--- src/rtl/lcsr_pkg.sv ---
// Shared constants and controller/datapath interface types for the load cell reader.
package lcsr_pkg;

  // Converter sample and result widths
  localparam int SAMPLE_BITS = 24;
  localparam int RAW_W       = 24;
  localparam int BCNT_W      = 5;
  localparam int DIV_W       = 20;
  localparam int LIMIT_W     = 24;
  localparam int CFG_W       = 24;
  localparam int FRAC_BITS   = 4;
  localparam int QUO_W       = RAW_W + FRAC_BITS;
  localparam int DCNT_W      = $clog2(QUO_W);

  // Stream widths
  localparam int IN_TDATA_W  = 8;
  localparam int OUT_TDATA_W = 56;

  // Constants of the conversion
  localparam logic [RAW_W-1:0]   SIGN_FLIP     = 24'h800000;
  localparam logic [RAW_W-1:0]   WEIGHT_SAT    = 24'hFFFFFF;
  localparam logic [DIV_W-1:0]   DIVISOR_RST   = 20'd6880;
  localparam logic [LIMIT_W-1:0] LIMIT_RST     = 24'd5000;

  // Request codes on func
  localparam logic [1:0] FUNC_TICK  = 2'd0;
  localparam logic [1:0] FUNC_TARE  = 2'd1;
  localparam logic [1:0] FUNC_WEIGH = 2'd2;

  // Configuration register indexes
  localparam logic CFG_IDX_DIVISOR = 1'b0;
  localparam logic CFG_IDX_LIMIT   = 1'b1;

  // Controller to datapath commands
  typedef struct packed {
    logic step;     // apply one tick to the reader state
    logic div_run;  // one divider iteration
  } lcsr_cmd_t;

  // Datapath to controller status
  typedef struct packed {
    logic div_start;  // the tick being applied starts a division
    logic div_last;   // final divider iteration this cycle
  } lcsr_stat_t;

endpackage

--- src/rtl/lcsr_ctrl.sv ---
// Sequencing controller: stream handshakes and divider iteration control.
module lcsr_ctrl
  import lcsr_pkg::*;
(
  input  logic       clk,
  input  logic       rst_n,
  input  logic       in_tvalid,
  output logic       in_tready,
  output logic       out_tvalid,
  input  logic       out_tready,
  output lcsr_cmd_t  cmd,
  input  lcsr_stat_t stat
);

  localparam logic [1:0] S_IDLE = 2'd0;
  localparam logic [1:0] S_DIV  = 2'd1;
  localparam logic [1:0] S_OUT  = 2'd2;

  logic [1:0] state_r;
  logic [1:0] state_nxt;

  assign in_tready   = (state_r == S_IDLE);
  assign out_tvalid  = (state_r == S_OUT);
  assign cmd.step    = in_tvalid && (state_r == S_IDLE);
  assign cmd.div_run = (state_r == S_DIV);

  // Next state
  always_comb begin
    state_nxt = state_r;
    case (state_r)
      S_IDLE: begin
        if (in_tvalid) begin
          state_nxt = stat.div_start ? S_DIV : S_OUT;
        end
      end
      S_DIV: begin
        if (stat.div_last) begin
          state_nxt = S_OUT;
        end
      end
      S_OUT: begin
        if (out_tready) begin
          state_nxt = S_IDLE;
        end
      end
      default: state_nxt = S_IDLE;
    endcase
  end

  always_ff @(posedge clk) begin
    if (!rst_n) begin
      state_r <= S_IDLE;
    end else begin
      state_r <= state_nxt;
    end
  end

endmodule

--- src/rtl/lcsr_dp.sv ---
// Reader datapath: serial phase tracking, shift register, tare, and restoring divider.
module lcsr_dp
  import lcsr_pkg::*;
(
  input  logic               clk,
  input  logic               rst_n,
  input  logic [1:0]         func,
  input  logic               data_pin,
  input  logic               cfg_we,
  input  logic               cfg_index,
  input  logic [CFG_W-1:0]   cfg_wdata,
  input  lcsr_cmd_t          cmd,
  output lcsr_stat_t         stat,
  output logic               serial_clock,
  output logic               busy_res,
  output logic               done_res,
  output logic [RAW_W-1:0]   raw_count,
  output logic [RAW_W-1:0]   weight,
  output logic               overload
);

  localparam logic [2:0] PH_IDLE   = 3'd0;
  localparam logic [2:0] PH_WAIT   = 3'd1;
  localparam logic [2:0] PH_HIGH   = 3'd2;
  localparam logic [2:0] PH_LOW    = 3'd3;
  localparam logic [2:0] PH_PULSE  = 3'd4;
  localparam logic [2:0] PH_FINISH = 3'd5;

  localparam logic [BCNT_W-1:0] LAST_BIT  = BCNT_W'(SAMPLE_BITS - 1);
  localparam logic [DCNT_W-1:0] LAST_STEP = DCNT_W'(QUO_W - 1);

  // Configuration
  logic [DIV_W-1:0]   divisor_r;
  logic [LIMIT_W-1:0] limit_r;

  // Reader state
  logic [2:0]        phase_r, phase_nxt;
  logic [BCNT_W-1:0] bit_count_r, bit_count_nxt;
  logic [RAW_W-1:0]  shift_r, shift_nxt;
  logic              kind_r, kind_nxt;
  logic [RAW_W-1:0]  tare_r, tare_nxt;
  logic [RAW_W-1:0]  last_raw_r, last_raw_nxt;
  logic [RAW_W-1:0]  weight_r, weight_nxt;
  logic              ovl_r, ovl_nxt;

  // Per-transaction output flags
  logic sclk_r, sclk_nxt;
  logic busy_r, busy_nxt;
  logic done_r, done_nxt;

  // Divider
  logic [QUO_W-1:0]  quo_r, quo_nxt;
  logic [DIV_W-1:0]  rem_r, rem_nxt;
  logic [DCNT_W-1:0] dcnt_r, dcnt_nxt;

  logic [RAW_W-1:0] raw_val;
  logic [RAW_W:0]   diff;
  logic             diff_pos;
  logic [DIV_W-1:0] div_eff;
  logic [DIV_W:0]   rem_shift;
  logic [DIV_W+1:0] trial;
  logic [QUO_W-1:0] quo_step;
  logic [DIV_W-1:0] rem_step;

  assign raw_val  = shift_r ^ SIGN_FLIP;
  assign diff     = {1'b0, raw_val} - {1'b0, tare_r};
  assign diff_pos = !diff[RAW_W] && (diff[RAW_W-1:0] != '0);
  assign div_eff  = (divisor_r == '0) ? DIV_W'(1) : divisor_r;

  // One restoring division step
  always_comb begin
    rem_shift = {rem_r, quo_r[QUO_W-1]};
    trial     = {1'b0, rem_shift} - {2'b00, div_eff};
    if (!trial[DIV_W+1]) begin
      rem_step = trial[DIV_W-1:0];
      quo_step = {quo_r[QUO_W-2:0], 1'b1};
    end else begin
      rem_step = rem_shift[DIV_W-1:0];
      quo_step = {quo_r[QUO_W-2:0], 1'b0};
    end
  end

  assign stat.div_start = cmd.step && (phase_r == PH_FINISH) && kind_r && diff_pos;
  assign stat.div_last  = cmd.div_run && (dcnt_r == LAST_STEP);

  // Tick handling and divider sequencing
  always_comb begin
    phase_nxt     = phase_r;
    bit_count_nxt = bit_count_r;
    shift_nxt     = shift_r;
    kind_nxt      = kind_r;
    tare_nxt      = tare_r;
    last_raw_nxt  = last_raw_r;
    weight_nxt    = weight_r;
    ovl_nxt       = ovl_r;
    sclk_nxt      = sclk_r;
    busy_nxt      = busy_r;
    done_nxt      = done_r;
    quo_nxt       = quo_r;
    rem_nxt       = rem_r;
    dcnt_nxt      = dcnt_r;

    if (cmd.step) begin
      sclk_nxt = 1'b0;
      busy_nxt = 1'b1;
      done_nxt = 1'b0;
      case (phase_r)
        PH_WAIT: begin
          if (!data_pin) begin
            bit_count_nxt = '0;
            shift_nxt     = '0;
            phase_nxt     = PH_HIGH;
          end
        end
        PH_HIGH: begin
          sclk_nxt  = 1'b1;
          shift_nxt = {shift_r[RAW_W-2:0], 1'b0};
          phase_nxt = PH_LOW;
        end
        PH_LOW: begin
          shift_nxt = {shift_r[RAW_W-1:1], shift_r[0] | data_pin};
          if (bit_count_r == LAST_BIT) begin
            phase_nxt = PH_PULSE;
          end else begin
            bit_count_nxt = bit_count_r + 1'b1;
            phase_nxt     = PH_HIGH;
          end
        end
        PH_PULSE: begin
          sclk_nxt  = 1'b1;
          phase_nxt = PH_FINISH;
        end
        PH_FINISH: begin
          last_raw_nxt = raw_val;
          done_nxt     = 1'b1;
          phase_nxt    = PH_IDLE;
          if (!kind_r) begin
            tare_nxt = raw_val;
          end else if (!diff_pos) begin
            weight_nxt = '0;
          end else begin
            // dividend is the difference scaled by the divisor's fraction bits
            quo_nxt  = {diff[RAW_W-1:0], {FRAC_BITS{1'b0}}};
            rem_nxt  = '0;
            dcnt_nxt = '0;
          end
        end
        default: begin
          phase_nxt = PH_IDLE;
          if (func == FUNC_TARE || func == FUNC_WEIGH) begin
            kind_nxt  = (func == FUNC_WEIGH);
            phase_nxt = PH_WAIT;
          end else begin
            busy_nxt = 1'b0;
          end
        end
      endcase
    end

    if (cmd.div_run) begin
      quo_nxt  = quo_step;
      rem_nxt  = rem_step;
      dcnt_nxt = dcnt_r + 1'b1;
      // commit on the last step with saturation and full-width limit compare
      if (dcnt_r == LAST_STEP) begin
        weight_nxt = (quo_step[QUO_W-1:RAW_W] != '0) ? WEIGHT_SAT : quo_step[RAW_W-1:0];
        ovl_nxt    = (quo_step > {{(QUO_W-LIMIT_W){1'b0}}, limit_r});
      end
    end
  end

  // Control and reader state registers
  always_ff @(posedge clk) begin
    if (!rst_n) begin
      divisor_r   <= DIVISOR_RST;
      limit_r     <= LIMIT_RST;
      phase_r     <= PH_IDLE;
      bit_count_r <= '0;
      shift_r     <= '0;
      kind_r      <= 1'b0;
      tare_r      <= '0;
      last_raw_r  <= '0;
      weight_r    <= '0;
      ovl_r       <= 1'b0;
      sclk_r      <= 1'b0;
      busy_r      <= 1'b0;
      done_r      <= 1'b0;
      dcnt_r      <= '0;
    end else begin
      if (cfg_we && cfg_index == CFG_IDX_DIVISOR) begin
        divisor_r <= cfg_wdata[DIV_W-1:0];
      end
      if (cfg_we && cfg_index == CFG_IDX_LIMIT) begin
        limit_r <= cfg_wdata[LIMIT_W-1:0];
      end
      phase_r     <= phase_nxt;
      bit_count_r <= bit_count_nxt;
      shift_r     <= shift_nxt;
      kind_r      <= kind_nxt;
      tare_r      <= tare_nxt;
      last_raw_r  <= last_raw_nxt;
      weight_r    <= weight_nxt;
      ovl_r       <= ovl_nxt;
      sclk_r      <= sclk_nxt;
      busy_r      <= busy_nxt;
      done_r      <= done_nxt;
      dcnt_r      <= dcnt_nxt;
    end
  end

  // Divider working registers
  always_ff @(posedge clk) begin
    quo_r <= quo_nxt;
    rem_r <= rem_nxt;
  end

  assign serial_clock = sclk_r;
  assign busy_res     = busy_r;
  assign done_res     = done_r;
  assign raw_count    = last_raw_r;
  assign weight       = weight_r;
  assign overload     = ovl_r;

endmodule

--- src/rtl/load_cell_serial_reader_tare.sv ---
// Top level of the load cell serial converter reader with tare.
// Each input transaction is one tick of the converter interface: func requests a tare or
// weigh read (ignored while a read is in progress) and data_pin is the converter's data
// line. Every tick returns exactly one result transaction with the serial clock level to
// drive, busy/done flags, the last raw count (sign bit inverted), the last weight and the
// overload flag. A tick is accepted and its result is then held until taken; the tick
// that completes a weigh read with a positive difference first computes the weight
// ((raw - tare) * 16) / scale_divisor_q4 in a 28-step restoring divider, one
// quotient bit per cycle. Configuration writes are registered and must be made
// while no tick is outstanding.
module load_cell_serial_reader_tare
  import lcsr_pkg::*;
(
  input  logic                   clk,
  input  logic                   rst_n,
  // in_tdata: [1:0] func, [2] data_pin, [7:3] zero
  input  logic                   in_tvalid,
  output logic                   in_tready,
  input  logic [IN_TDATA_W-1:0]  in_tdata,
  // out_tdata: [0] serial_clock, [1] busy_res, [2] done_res, [26:3] raw_count,
  //            [50:27] weight, [51] overload, [55:52] zero
  output logic                   out_tvalid,
  input  logic                   out_tready,
  output logic [OUT_TDATA_W-1:0] out_tdata,
  input  logic                   cfg_we,
  input  logic                   cfg_index,
  input  logic [CFG_W-1:0]       cfg_wdata
);

  lcsr_cmd_t  cmd;
  lcsr_stat_t stat;

  logic             serial_clock;
  logic             busy_res;
  logic             done_res;
  logic [RAW_W-1:0] raw_count;
  logic [RAW_W-1:0] weight;
  logic             overload;

  lcsr_ctrl u_ctrl (
    .clk        (clk),
    .rst_n      (rst_n),
    .in_tvalid  (in_tvalid),
    .in_tready  (in_tready),
    .out_tvalid (out_tvalid),
    .out_tready (out_tready),
    .cmd        (cmd),
    .stat       (stat)
  );

  lcsr_dp u_dp (
    .clk          (clk),
    .rst_n        (rst_n),
    .func         (in_tdata[1:0]),
    .data_pin     (in_tdata[2]),
    .cfg_we       (cfg_we),
    .cfg_index    (cfg_index),
    .cfg_wdata    (cfg_wdata),
    .cmd          (cmd),
    .stat         (stat),
    .serial_clock (serial_clock),
    .busy_res     (busy_res),
    .done_res     (done_res),
    .raw_count    (raw_count),
    .weight       (weight),
    .overload     (overload)
  );

  // Result packing
  assign out_tdata = {4'b0000, overload, weight, raw_count, done_res, busy_res, serial_clock};

endmodule

--- config.mk ---
export PLATFORM = sky130hd
export DESIGN_NAME = load_cell_serial_reader_tare
export DESIGN_NICKNAME = d
export VERILOG_FILES = /design/src/rtl/lcsr_pkg.sv /design/src/rtl/lcsr_ctrl.sv /design/src/rtl/lcsr_dp.sv /design/src/rtl/load_cell_serial_reader_tare.sv
export SDC_FILE = /design/constraint.sdc
export NUM_CORES = 1
export LEC_CHECK = 0
export BUFFER_PORTS_ARGS = -buffer_cell sky130_fd_sc_hd__buf_2
export CAP_MARGIN = 40
export CORE_MARGIN = 4
export CORE_UTILIZATION = 47
export DETAILED_ROUTE_END_ITERATION = 6
export PLACE_DENSITY = 0.72
export SLEW_MARGIN = 30
export SYNTH_ARGS = -nofsm -noshare
export SYNTH_HDL_FRONTEND = slang
export SYNTH_SLANG_ARGS = --single-unit
--- constraint.sdc ---
create_clock -name clk -period 5.8 [get_ports clk]
set_clock_uncertainty 0.1 [all_clocks]
set_input_delay 1.16 -clock clk [delete_from_list [all_inputs] [get_ports clk]]
set_output_delay 1.16 -clock clk [all_outputs]
set_load 0.005 [all_outputs]
### After elaboration in Yosys (flattened, before gate mapping)

Index checks and enable logic that the tools add are counted.

| word-level totals | value |
|---|---|
| register bits after elaboration | 208 |
| latch bits | 0 |
| RAM bits | 0 |
| ROM bits | 0 |
| input bits | 38 |
| word-level logic and storage cells | 121 |
| memories | 0 |

| operators by class | value |
|---|---|
| add/subtract/negate cells | 4 |
| $mul | 0 |
| div/mod/pow operators | 0 |
| $lt $le $gt $ge | 1 |
| eq/ne operators | 16 |
| shifts and indexed selects | 0 |
| muxes and demuxes | 43 |
| bitwise logic cells | 6 |
| reduce and logical (&&, ||, !) cells | 33 |

Operators by type and width:

| kind | number |
|---|---|
| $mux 24 | 8 |
| $mux 20 | 7 |
| $mux 28 | 5 |
| $pmux 24 s3 | 1 |
| $mux 5 | 7 |
| $gt 28x24->1 | 1 |
| $sub 24x24->25 | 1 |
| $reduce_bool 24->1 | 1 |
| $sub 21x20->22 | 1 |
| $logic_not 20->1 | 1 |
| $pmux 3 s5 | 1 |
| $reduce_and 3->1 | 4 |
| $reduce_and 4->1 | 3 |
| $reduce_bool 2->1 | 6 |
| $add 5x1->5 const B | 2 |
| $eq 5x5->1 const B | 2 |
| $pmux 5 s2 | 1 |
| $logic_and 1x1->1 | 8 |
| $mux 2 | 4 |
| $ne 2x2->1 const B | 4 |
| $eq 3x2->1 const B | 2 |
| $eq 3x3->1 const B | 2 |
| $mux 1 | 6 |
| $mux 3 | 2 |
| other kinds (15) | 23 |

### Longest topological paths before layout

Gate-level depths: netlist (run 1).

| logic depth | value |
|---|---|
| word-level depth | 10 |
| depth in mapped cells | 24 |

### Cells and area by module

A second synthesis (run 1) with hierarchy kept.

| unflattened totals | value |
|---|---|
| cells, all modules | 1,343 |
| area total of the unflattened synthesis | 11,469.8 um^2 |

Modules (own cells, without submodules):

| module | instances | cells each | area each (um^2) | sequential area each (um^2) |
|---|---|---|---|---|
| lcsr_dp | 1 | 1,320 | 11,283.3 | 4,604.4 |
| lcsr_ctrl | 1 | 14 | 122.6 | 40.0 |
| load_cell_serial_reader_tare | 1 | 9 | 63.8 | 0.0 |

### Worst setup path after synthesis (run 1)

No wires, ideal clock.

| path | value |
|---|---|
| path kind | register to register |
| start point | reg u_dp.divisor_r[16] |
| end point | reg u_dp.ovl_r, in the netlist u_dp.overload |
| arrival time | 4.051 ns |
| path slack | 1.531 ns |
| cell stages (with the launch flop) | 25 |
| clock period less this slack | 4.269 ns |
| cell sequence | dfxtp_1 nor4_1 nand4_1 o41ai_1 ha_1 nor2b_1 o31a_1 o41ai_4 o31ai_2 a221o_1 nor4_4 nor4b_2 nand2b_1 buf_4 buf_6 inv_1 ha_1 nor2b_1 o21a_1 o21a_1 o21ai_0 o211ai_1 nand2_1 o2111ai_1 a32o_1 |

| between the ends | value |
|---|---|
| word-level cells in the longest chain between the ends | 5 |

RTL lines:

| what | RTL line | text |
|---|---|---|
| from (decl) | lcsr_dp.sv:33 | `logic [DIV_W-1:0] divisor_r;` |
| from (signal assigned) | lcsr_dp.sv:191 | `divisor_r <= cfg_wdata[DIV_W-1:0];` |
| $logic_not 20->1 | lcsr_dp.sv:68 | `assign div_eff = (divisor_r == '0) ? DIV_W'(1) : divisor_r;` |
| $mux 20 * | lcsr_dp.sv:68 |  |
| $sub 21x20->22 * | lcsr_dp.sv:73 | `trial = {1'b0, rem_shift} - {2'b00, div_eff};` |
| $mux 1 * | lcsr_dp.sv:74 | `if (!trial[DIV_W+1]) begin` |
| $gt 28x24->1 * | lcsr_dp.sv:167 | `ovl_nxt = (quo_step > {{(QUO_W-LIMIT_W){1'b0}}, limit_r});` |
| to (signal assigned) | lcsr_dp.sv:203 | `ovl_r <= ovl_nxt;` |
| to (decl) | lcsr_dp.sv:44 | `logic ovl_r, ovl_nxt;` |

Every way passes the cells marked *; elsewhere a longest branch is shown, timed or not.
A chain may end at the register's enable or synchronous reset.

### Worst setup path after layout (run 1)

| path | value |
|---|---|
| start point | reg u_dp.divisor_r[8] |
| end point | reg u_dp.ovl_r, in the netlist u_dp.overload |

The elaborated chain is that of the path after synthesis.

==> impl_results.md, run 1 <==
- Total wire length: between 20000 and 30000 um
- Syn avg cell area: 8.499 um^2
- Initial Util: 0.4759
- Worst-Margin Slew: about 0.83 ns
- Total leakage power: approximately 5.4 nW
- Worst Path Buf+Inv: 1
- Outcome: finished, final reports clean
- Final Slew Violations: 0
- Delay-heaviest family, CP: compound AO/OA/AOI/OAI gates
- Port bufs: between 80 and 90
- GPL Wtd Cong: roughly 0.88
- H-tree Lvls: 1
- Initial DRT Pass Iterations: 6
- Final HPWL DP: 20000 um
- Post-CTS setup buffer count: 0
- Min Tclk post-route: 4.762 ns
- Post-synthesis async set-or-reset flop share: 0
- Warnings, synthesis: 0
- Post-synth EDFFs: between 40 and 50
- Layout cells sized above 1: 0.1291
- Most common cell after layout, fill and taps aside: nand2_1
- Fmax: 0.2100 GHz
- Global-route usage over all layers: 0.1978
- Die Span Y: ~170 um
- Die ar.: between 0.02 and 0.03 mm^2
- Worst Path Max Fanout: 3
- Total negative slack: 0 ns
- Post-synth cell types: 87
- Critical Path AT: 5.07 ns
- Final setup vio count: 0
- GRT overflow: 0
- Wire length of the first global-routing pass: around 47000 um
- # resized after CTS: 0
- Antenna cell count: 0
- Most used DFF post-synth: dfxtp_1
- Sink Count: approximately 210
- Placed Cells incl. Taps: roughly 1700
- PD cells: approximately 240 mW/mm^2
- Layout Cells excl Fill: roughly 1800
- WHS: around 0.36 ns
- Largest net degree at the start of global routing: between 70 and 80
- Hold Buf Count CTS: 0
- Via/cell ratio: roughly 5.5
- Mapped Cells: approximately 1400
- Num CTS Buffers: 24
- Post-synthesis register bit count: 208
- Clk Latency, worst-skew pair: 0.51 ns
- Root buffer cell: clkbuf_16
- Worst vdd ir: approximately 0.22 mV
- Post-route DRC: 0
- Routed vias: a little under 10000
- Die X: about 170 um
- CP max stage delay: approximately 0.40 ns
- RSZ-0062 raised after global routing: false
- TritonCTS clock tree: yes
- DRT iter0 DRCs: a little over 600
- # rows: just under 60
- Ports: 96
- # fillers: 2320
- Tcrit/Tclk final: 0.8210
- Initial antenna violation count: 0
- Relative slew margins: 0.4439
- Seq/Total Area, Yosys: 0.3887
- CP startpoint kind: register
- Element type at the critical path end: register
- Clk pin slew, worst setup/hold paths: ~0.06 ns
- Worst-path cell chain: nor4_1, nand4_1, o41ai_1, ha_1, nor2b_1, o31a_1, o41ai_4, o31ai_2, a221o_1, nor4_4, nor4b_2, nand2b_1, inv_1, ha_1, nor2b_1, o21a_1, o21a_1, o21ai_0, o211ai_1, nand2_1, o2111ai_1, a32o_1
- WL/cell: approximately 16 um
- Final Hold Viols: 0
- Critical Path RT: 6.10 ns
- Vias in the first global route: between 9000 and 10000
- Area added between synthesis and finish: 12.01%
- Core area: about 0.025 mm^2
- Synth Cell Area: 0.01195 mm^2
- Critical-path top delay cell: a221o_1
- Commonest non-fill, non-tap cells in the layout: nand2_1 (279), dfxtp_1 (160), a21boi_0 (107)
- Max Cap Viol: 0
- Clock Path Buffers: 3
- Layout Nets: roughly 1600
- HP Class: reg -> reg
- Critical path class: reg -> reg
- Routed Antenna Nets: 0
report_power, final:
| group | internal, W | total, W | switching, W |
|---|---|---|---|
| Combinational | 0.0000794 | 0.000188 | 0.000109 |
| Clock | 0.000933 | 0.00153 | 0.000598 |
| Sequential | 0.00149 | 0.00151 | 0.0000129 |
worst reg2reg max path: cells and delay by family, from the launching register on:
kind | cells | cell delay [ns]
compound gates | 11 | 2.43
fa+ha+maj | 2 | 0.42
buf+inv | 1 | 0.11
flops | 1 | 0.32
simple gates | 8 | 1.29
per-layer routing:
metal / vias up / track usage / part of all wire
li1: 4996 / - / -
met1: 4615 / 0.2865 / 0.49
met2: 220 / 0.3142 / 0.44
met3: 50 / 0.02691 / 0.051
met4: 0 / 0.04869 / 0.022
met5: - / 0 / 0
stage by stage:
stage,area (um^2),total power (W),setup slack (ns),utilization
floorplan,11960,0.001669,1.531,-
global placement,12440,0.001713,1.200,0.4956
detailed placement,12530,0.001722,1.082,0.4990
CTS,13340,0.003256,1.041,0.5313
global route,13390,0.003347,0.5685,0.5331
finish,13390,0.003225,1.038,0.5331
synthesized netlist by cell type, types with 8 or more instances:
master / n / area share
dfxtp_1: 160 / 0.27
and2_1: 10 / 0.0052
o211ai_2: 20 / 0.021
clkbuf_1: 73 / 0.023
nor2_1: 67 / 0.021
nor3_1: 20 / 0.0084
a21oi_1: 45 / 0.019
nand3_1: 65 / 0.027
nor2b_1: 24 / 0.013
xor2_1: 9 / 0.0066
mux2i_1: 19 / 0.016
and3_1: 8 / 0.0042
o21a_1: 16 / 0.010
a21o_1: 19 / 0.012
nand2_1: 280 / 0.088
a211oi_1: 11 / 0.0069
a21boi_0: 107 / 0.067
edfxtp_1: 48 / 0.12
ha_1: 71 / 0.074
buf_4: 9 / 0.0057
xnor2_1: 24 / 0.018
o21ai_0: 62 / 0.026
inv_1: 80 / 0.025
o211ai_1: 18 / 0.011
nand4_1: 11 / 0.0058
nand2b_1: 11 / 0.0058
worst paths after layout:
path	from	endpoint	slack, ns	depth (start not counted)
worst min register to register	u_dp.raw_count[9]	u_dp.raw_count[9]	0.36	2
worst min-delay path	u_dp.raw_count[9]	u_dp.raw_count[9]	0.36	2
worst max register to register	u_dp.divisor_r[8]	u_dp.overload	1.04	22
worst max-delay path	u_dp.divisor_r[8]	u_dp.overload	1.04	22
state kept, by name, summed over array words and instances, names as in the netlist, 2 cells and up:
name              count
u_dp.divisor_r       20
u_dp.bit_count_r      5
u_dp.rem_r           20
u_dp.phase_r          3
u_dp.limit_r         24
u_dp.raw_count       24
u_dp.weight          24
u_dp.dcnt_r           5
u_dp.quo_r           28
u_ctrl.state_r        2
u_dp.shift_r         24
u_dp.tare_r          24
logic make-up (layout without fill, tap and decap cells):
logic type | Yosys count | count (layout) | synth area share
buffers and inverters | 172 | 227 | 0.06240
other | 1 | 4 | 0.0003138
and+or+nand+nor | 535 | 535 | 0.2058
AOI/OAI and AO/OA | 361 | 361 | 0.2208
xor gates and xnor gates | 34 | 34 | 0.02555
muxes | 22 | 22 | 0.01874
DFF | 208 | 208 | 0.3887
adders and majority gates | 73 | 73 | 0.07769
final cells by class:
| type | instances | area (um^2) | share of cell area |
|---|---|---|---|
| clock buffers | 34 | 700.7 | 0.05235 |
| well taps | 330 | 412.9 | 0.03085 |
| clock inverters | 10 | 110.1 | 0.008226 |
| repair buffers | 103 | 630.6 | 0.04711 |
| inverters | 80 | 300.3 | 0.02243 |
| flip-flops and latches | 208 | 4644 | 0.3470 |
| multi-input cells | 1029 | 6586 | 0.4921 |
Note: power is estimated with default switching activity, not from simulation.
==> run 2: changes to the inputs <==
- clock period: 5.8 -> 4.7 ns (I/O delays scaled with it)
==> impl_results.md, run 2 (same netlist as run 1, synthesis figures left out) <==
- Outcome: finished, final reports clean (unchanged)
- Core area: 0.02511 mm^2 (unchanged)
- Worst vdd ir: 0.2541 mV (was 0.2187 mV)
- Final Slew Violations: 0 (unchanged)
- Post-route DRC: 0 (unchanged)
- Vias in the first global route: 9286 (was 9414)
- Max reg flops: 28 (unchanged)
- Via/cell ratio: 5.551 (was 5.508)
- Area added between synthesis and finish: 11.94% (was 12.01%)
- Layout Nets: 1557 (unchanged)
- Worst reg2reg path startpoint: u_dp.divisor_r[19] (was u_dp.divisor_r[8])
- Sink Count: 208 (unchanged)
- R2R Path End: u_dp.overload (unchanged)
- Worst reg2reg setup slack: 0.13 ns (was 1.04 ns)
- TritonCTS clock tree: yes (unchanged)
- PD cells: 292.5 mW/mm^2 (was 240.9 mW/mm^2)
- Root buffer cell: clkbuf_16 (unchanged)
- Num CTS Buffers: 24 (unchanged)
- Worst Hold Endpoint: u_dp.raw_count[3] (was u_dp.raw_count[9])
- Layout Cells excl Fill: 1794 (unchanged)
- Ports: 96 (unchanged)
- Critical Path AT: 4.87 ns (was 5.07 ns)
- Design area: 0.01338 mm^2 (was 0.01339 mm^2)
- Pre-CTS setup slack: 0.01058 ns (was 1.082 ns)
- CP startpoint kind: register (unchanged)
- Antenna cell count: 0 (unchanged)
- Routed vias: 9959 (was 9881)
- Reg2Reg Depth: 22 (unchanged)
- Worst-Margin Slew: 0.8826 ns (was 0.8341 ns)
- Largest net degree at the start of global routing: 110 (was 79)
- Final HPWL DP: 19620 um (was 20000 um)
- GRT overflow: 0 (unchanged)
- Clk Latency, worst-skew pair: 0.51 ns (about the same)
- Total wire length: 27870 um (was 28090 um)
- Hold Crit Depth: 2 (unchanged)
- Final Util: 0.5327 (was 0.5331)
- Global-route usage over all layers: 0.1926 (was 0.1978)
- Port bufs: 86 (unchanged)
- Placed cell areas: 0.01251 mm^2 (was 0.01253 mm^2)
- Post-CTS setup buffer count: 0 (unchanged)
- WL/cell: 15.54 um (was 15.66 um)
- RSZ-0062 raised after global routing: true (was false)
- HP Class: reg -> reg (unchanged)
- Critical-path top delay cell: a221o_1 (unchanged)
- Final setup vio count: 0 (unchanged)
- Die X: 167.5 um (unchanged)
- GPL Wtd Cong: 0.8617 (was 0.8833)
- Placed Cells incl. Taps: 1746 (unchanged)
- Initial antenna violation count: 0 (unchanged)
- Initial DRT Pass Iterations: 5 (was 6)
- Worst Path Max Fanout: 3 (unchanged)
- Fmax: 0.2190 GHz (was 0.2100 GHz)
- H-tree Lvls: 1 (unchanged)
- Wire length of the first global-routing pass: 46300 um (was 47370 um)
- Relative slew margins: 0.4116 (was 0.4439)
- Tcrit/Tclk final: 0.9714 (was 0.8210)
- CP max stage delay: 0.40 ns (about the same)
- Die ar.: 0.02804 mm^2 (unchanged)
- Max Cap Viol: 0 (unchanged)
- Critical Path RT: 5.00 ns (was 6.10 ns)
- Initial Util: 0.4759 (unchanged)
- Critical path class: reg -> reg (unchanged)
- Min Tclk post-route: 4.566 ns (was 4.762 ns)
- Element type at the critical path end: register (unchanged)
- Routed Antenna Nets: 0 (unchanged)
- Hold Buf Count CTS: 0 (unchanged)
- Total leakage power: 5.436 nW (was 5.443 nW)
- Most common cell after layout, fill and taps aside: nand2_1 (unchanged)
- Clock Path Buffers: 3 (unchanged)
- Final Hold Viols: 0 (unchanged)
- Die Span Y: 167.5 um (unchanged)
- Commonest non-fill, non-tap cells in the layout: nand2_1 (279), dfxtp_1 (160), a21boi_0 (107) (unchanged)
- # rows: 58 (unchanged)
- Post-route setup slack: 0.1342 ns (was 1.038 ns)
- Worst-path cell chain: nor4_2, nand4_1, o41ai_2, ha_2, nor2b_1, o31a_1, o41ai_4, o31ai_2, a221o_1, nor4_4, nor4b_2, nand2b_1, inv_1, ha_1, nor2b_1, o21a_1, o21a_1, o21ai_0, o211ai_1, nand2_1, o2111ai_1, a32o_1 (was nor4_1, nand4_1, o41ai_1, ha_1, nor2b_1, o31a_1, o41ai_4, o31ai_2, a221o_1, nor4_4, nor4b_2, nand2b_1, inv_1, ha_1, nor2b_1, o21a_1, o21a_1, o21ai_0, o211ai_1, nand2_1, o2111ai_1, a32o_1)
- Layout cells sized above 1: 0.1305 (was 0.1291)
- Top reg by flops: u_dp.quo_r (unchanged)
- Clk pin slew, worst setup/hold paths: 0.06 ns (about the same)
- DRT iter0 DRCs: 699 (was 617)
- Power Total: 0.003913 W (was 0.003225 W)
- Worst Hold Launch: u_dp.raw_count[3] (was u_dp.raw_count[9])
## run 2: through the flow
stage	hold slack, ns	setup TNS, ns
6_report	0.3588	0
5_1_grt	0.3788	-0.1812
4_1_cts	0.3653	0
3_5_place_dp	0.3568	0
3_3_place_gp	0.3530	0
2_1_floorplan	0.3431	0
## run 2: worst max-delay path by stage
stage | start | end | slack [ns] | cells past startpoint
after floorplan | u_dp.divisor_r[16] | u_dp.overload | 0.43 | 24
after global placement | u_dp.divisor_r[16] | u_dp.overload | 0.14 | 22
after global routing | u_dp.divisor_r[19] | u_dp.overload | -0.18 | 22
after CTS | u_dp.divisor_r[8] | u_dp.overload | 0.02 | 22
final | u_dp.divisor_r[19] | u_dp.overload | 0.13 | 22
after detailed placement | u_dp.divisor_r[16] | u_dp.overload | 0.01 | 22
## run 2: timing repair
item,in CTS,in global routing
setup endpoints to repair,1,1
pin swaps,0,4
resized for setup,1,4
## run 2: power breakdown
part,internal (W),switching [W]
clock network,0.00109,0.000731
logic,0.0000984,0.000133
registers,0.00184,0.0000175
## run 2: cell type report
type | instances | area, um^2
fill | 2307 | 11730
multi-input combinational | 1029 | 6615
sequential | 208 | 4644
clock buffer | 38 | 747.0
timing repair buffer | 103 | 623.1
tap | 330 | 412.9
inverter | 80 | 300.3
clock inverter | 6 | 33.78
## run 2: critical path, delay by kind of cell, from the launching register on
kind | cells | cell delay (ns)
compound gates | 11 | 2.38
simple gates | 8 | 1.15
fa+ha+maj | 2 | 0.38
flops | 1 | 0.32
buf+inv | 1 | 0.10
## run 2: metal layers
layer,global-route usage,share of wire
met1,0.2834,0.49
met2,0.3049,0.44
met3,0.02573,0.050
met4,0.03987,0.018
met5,0,0
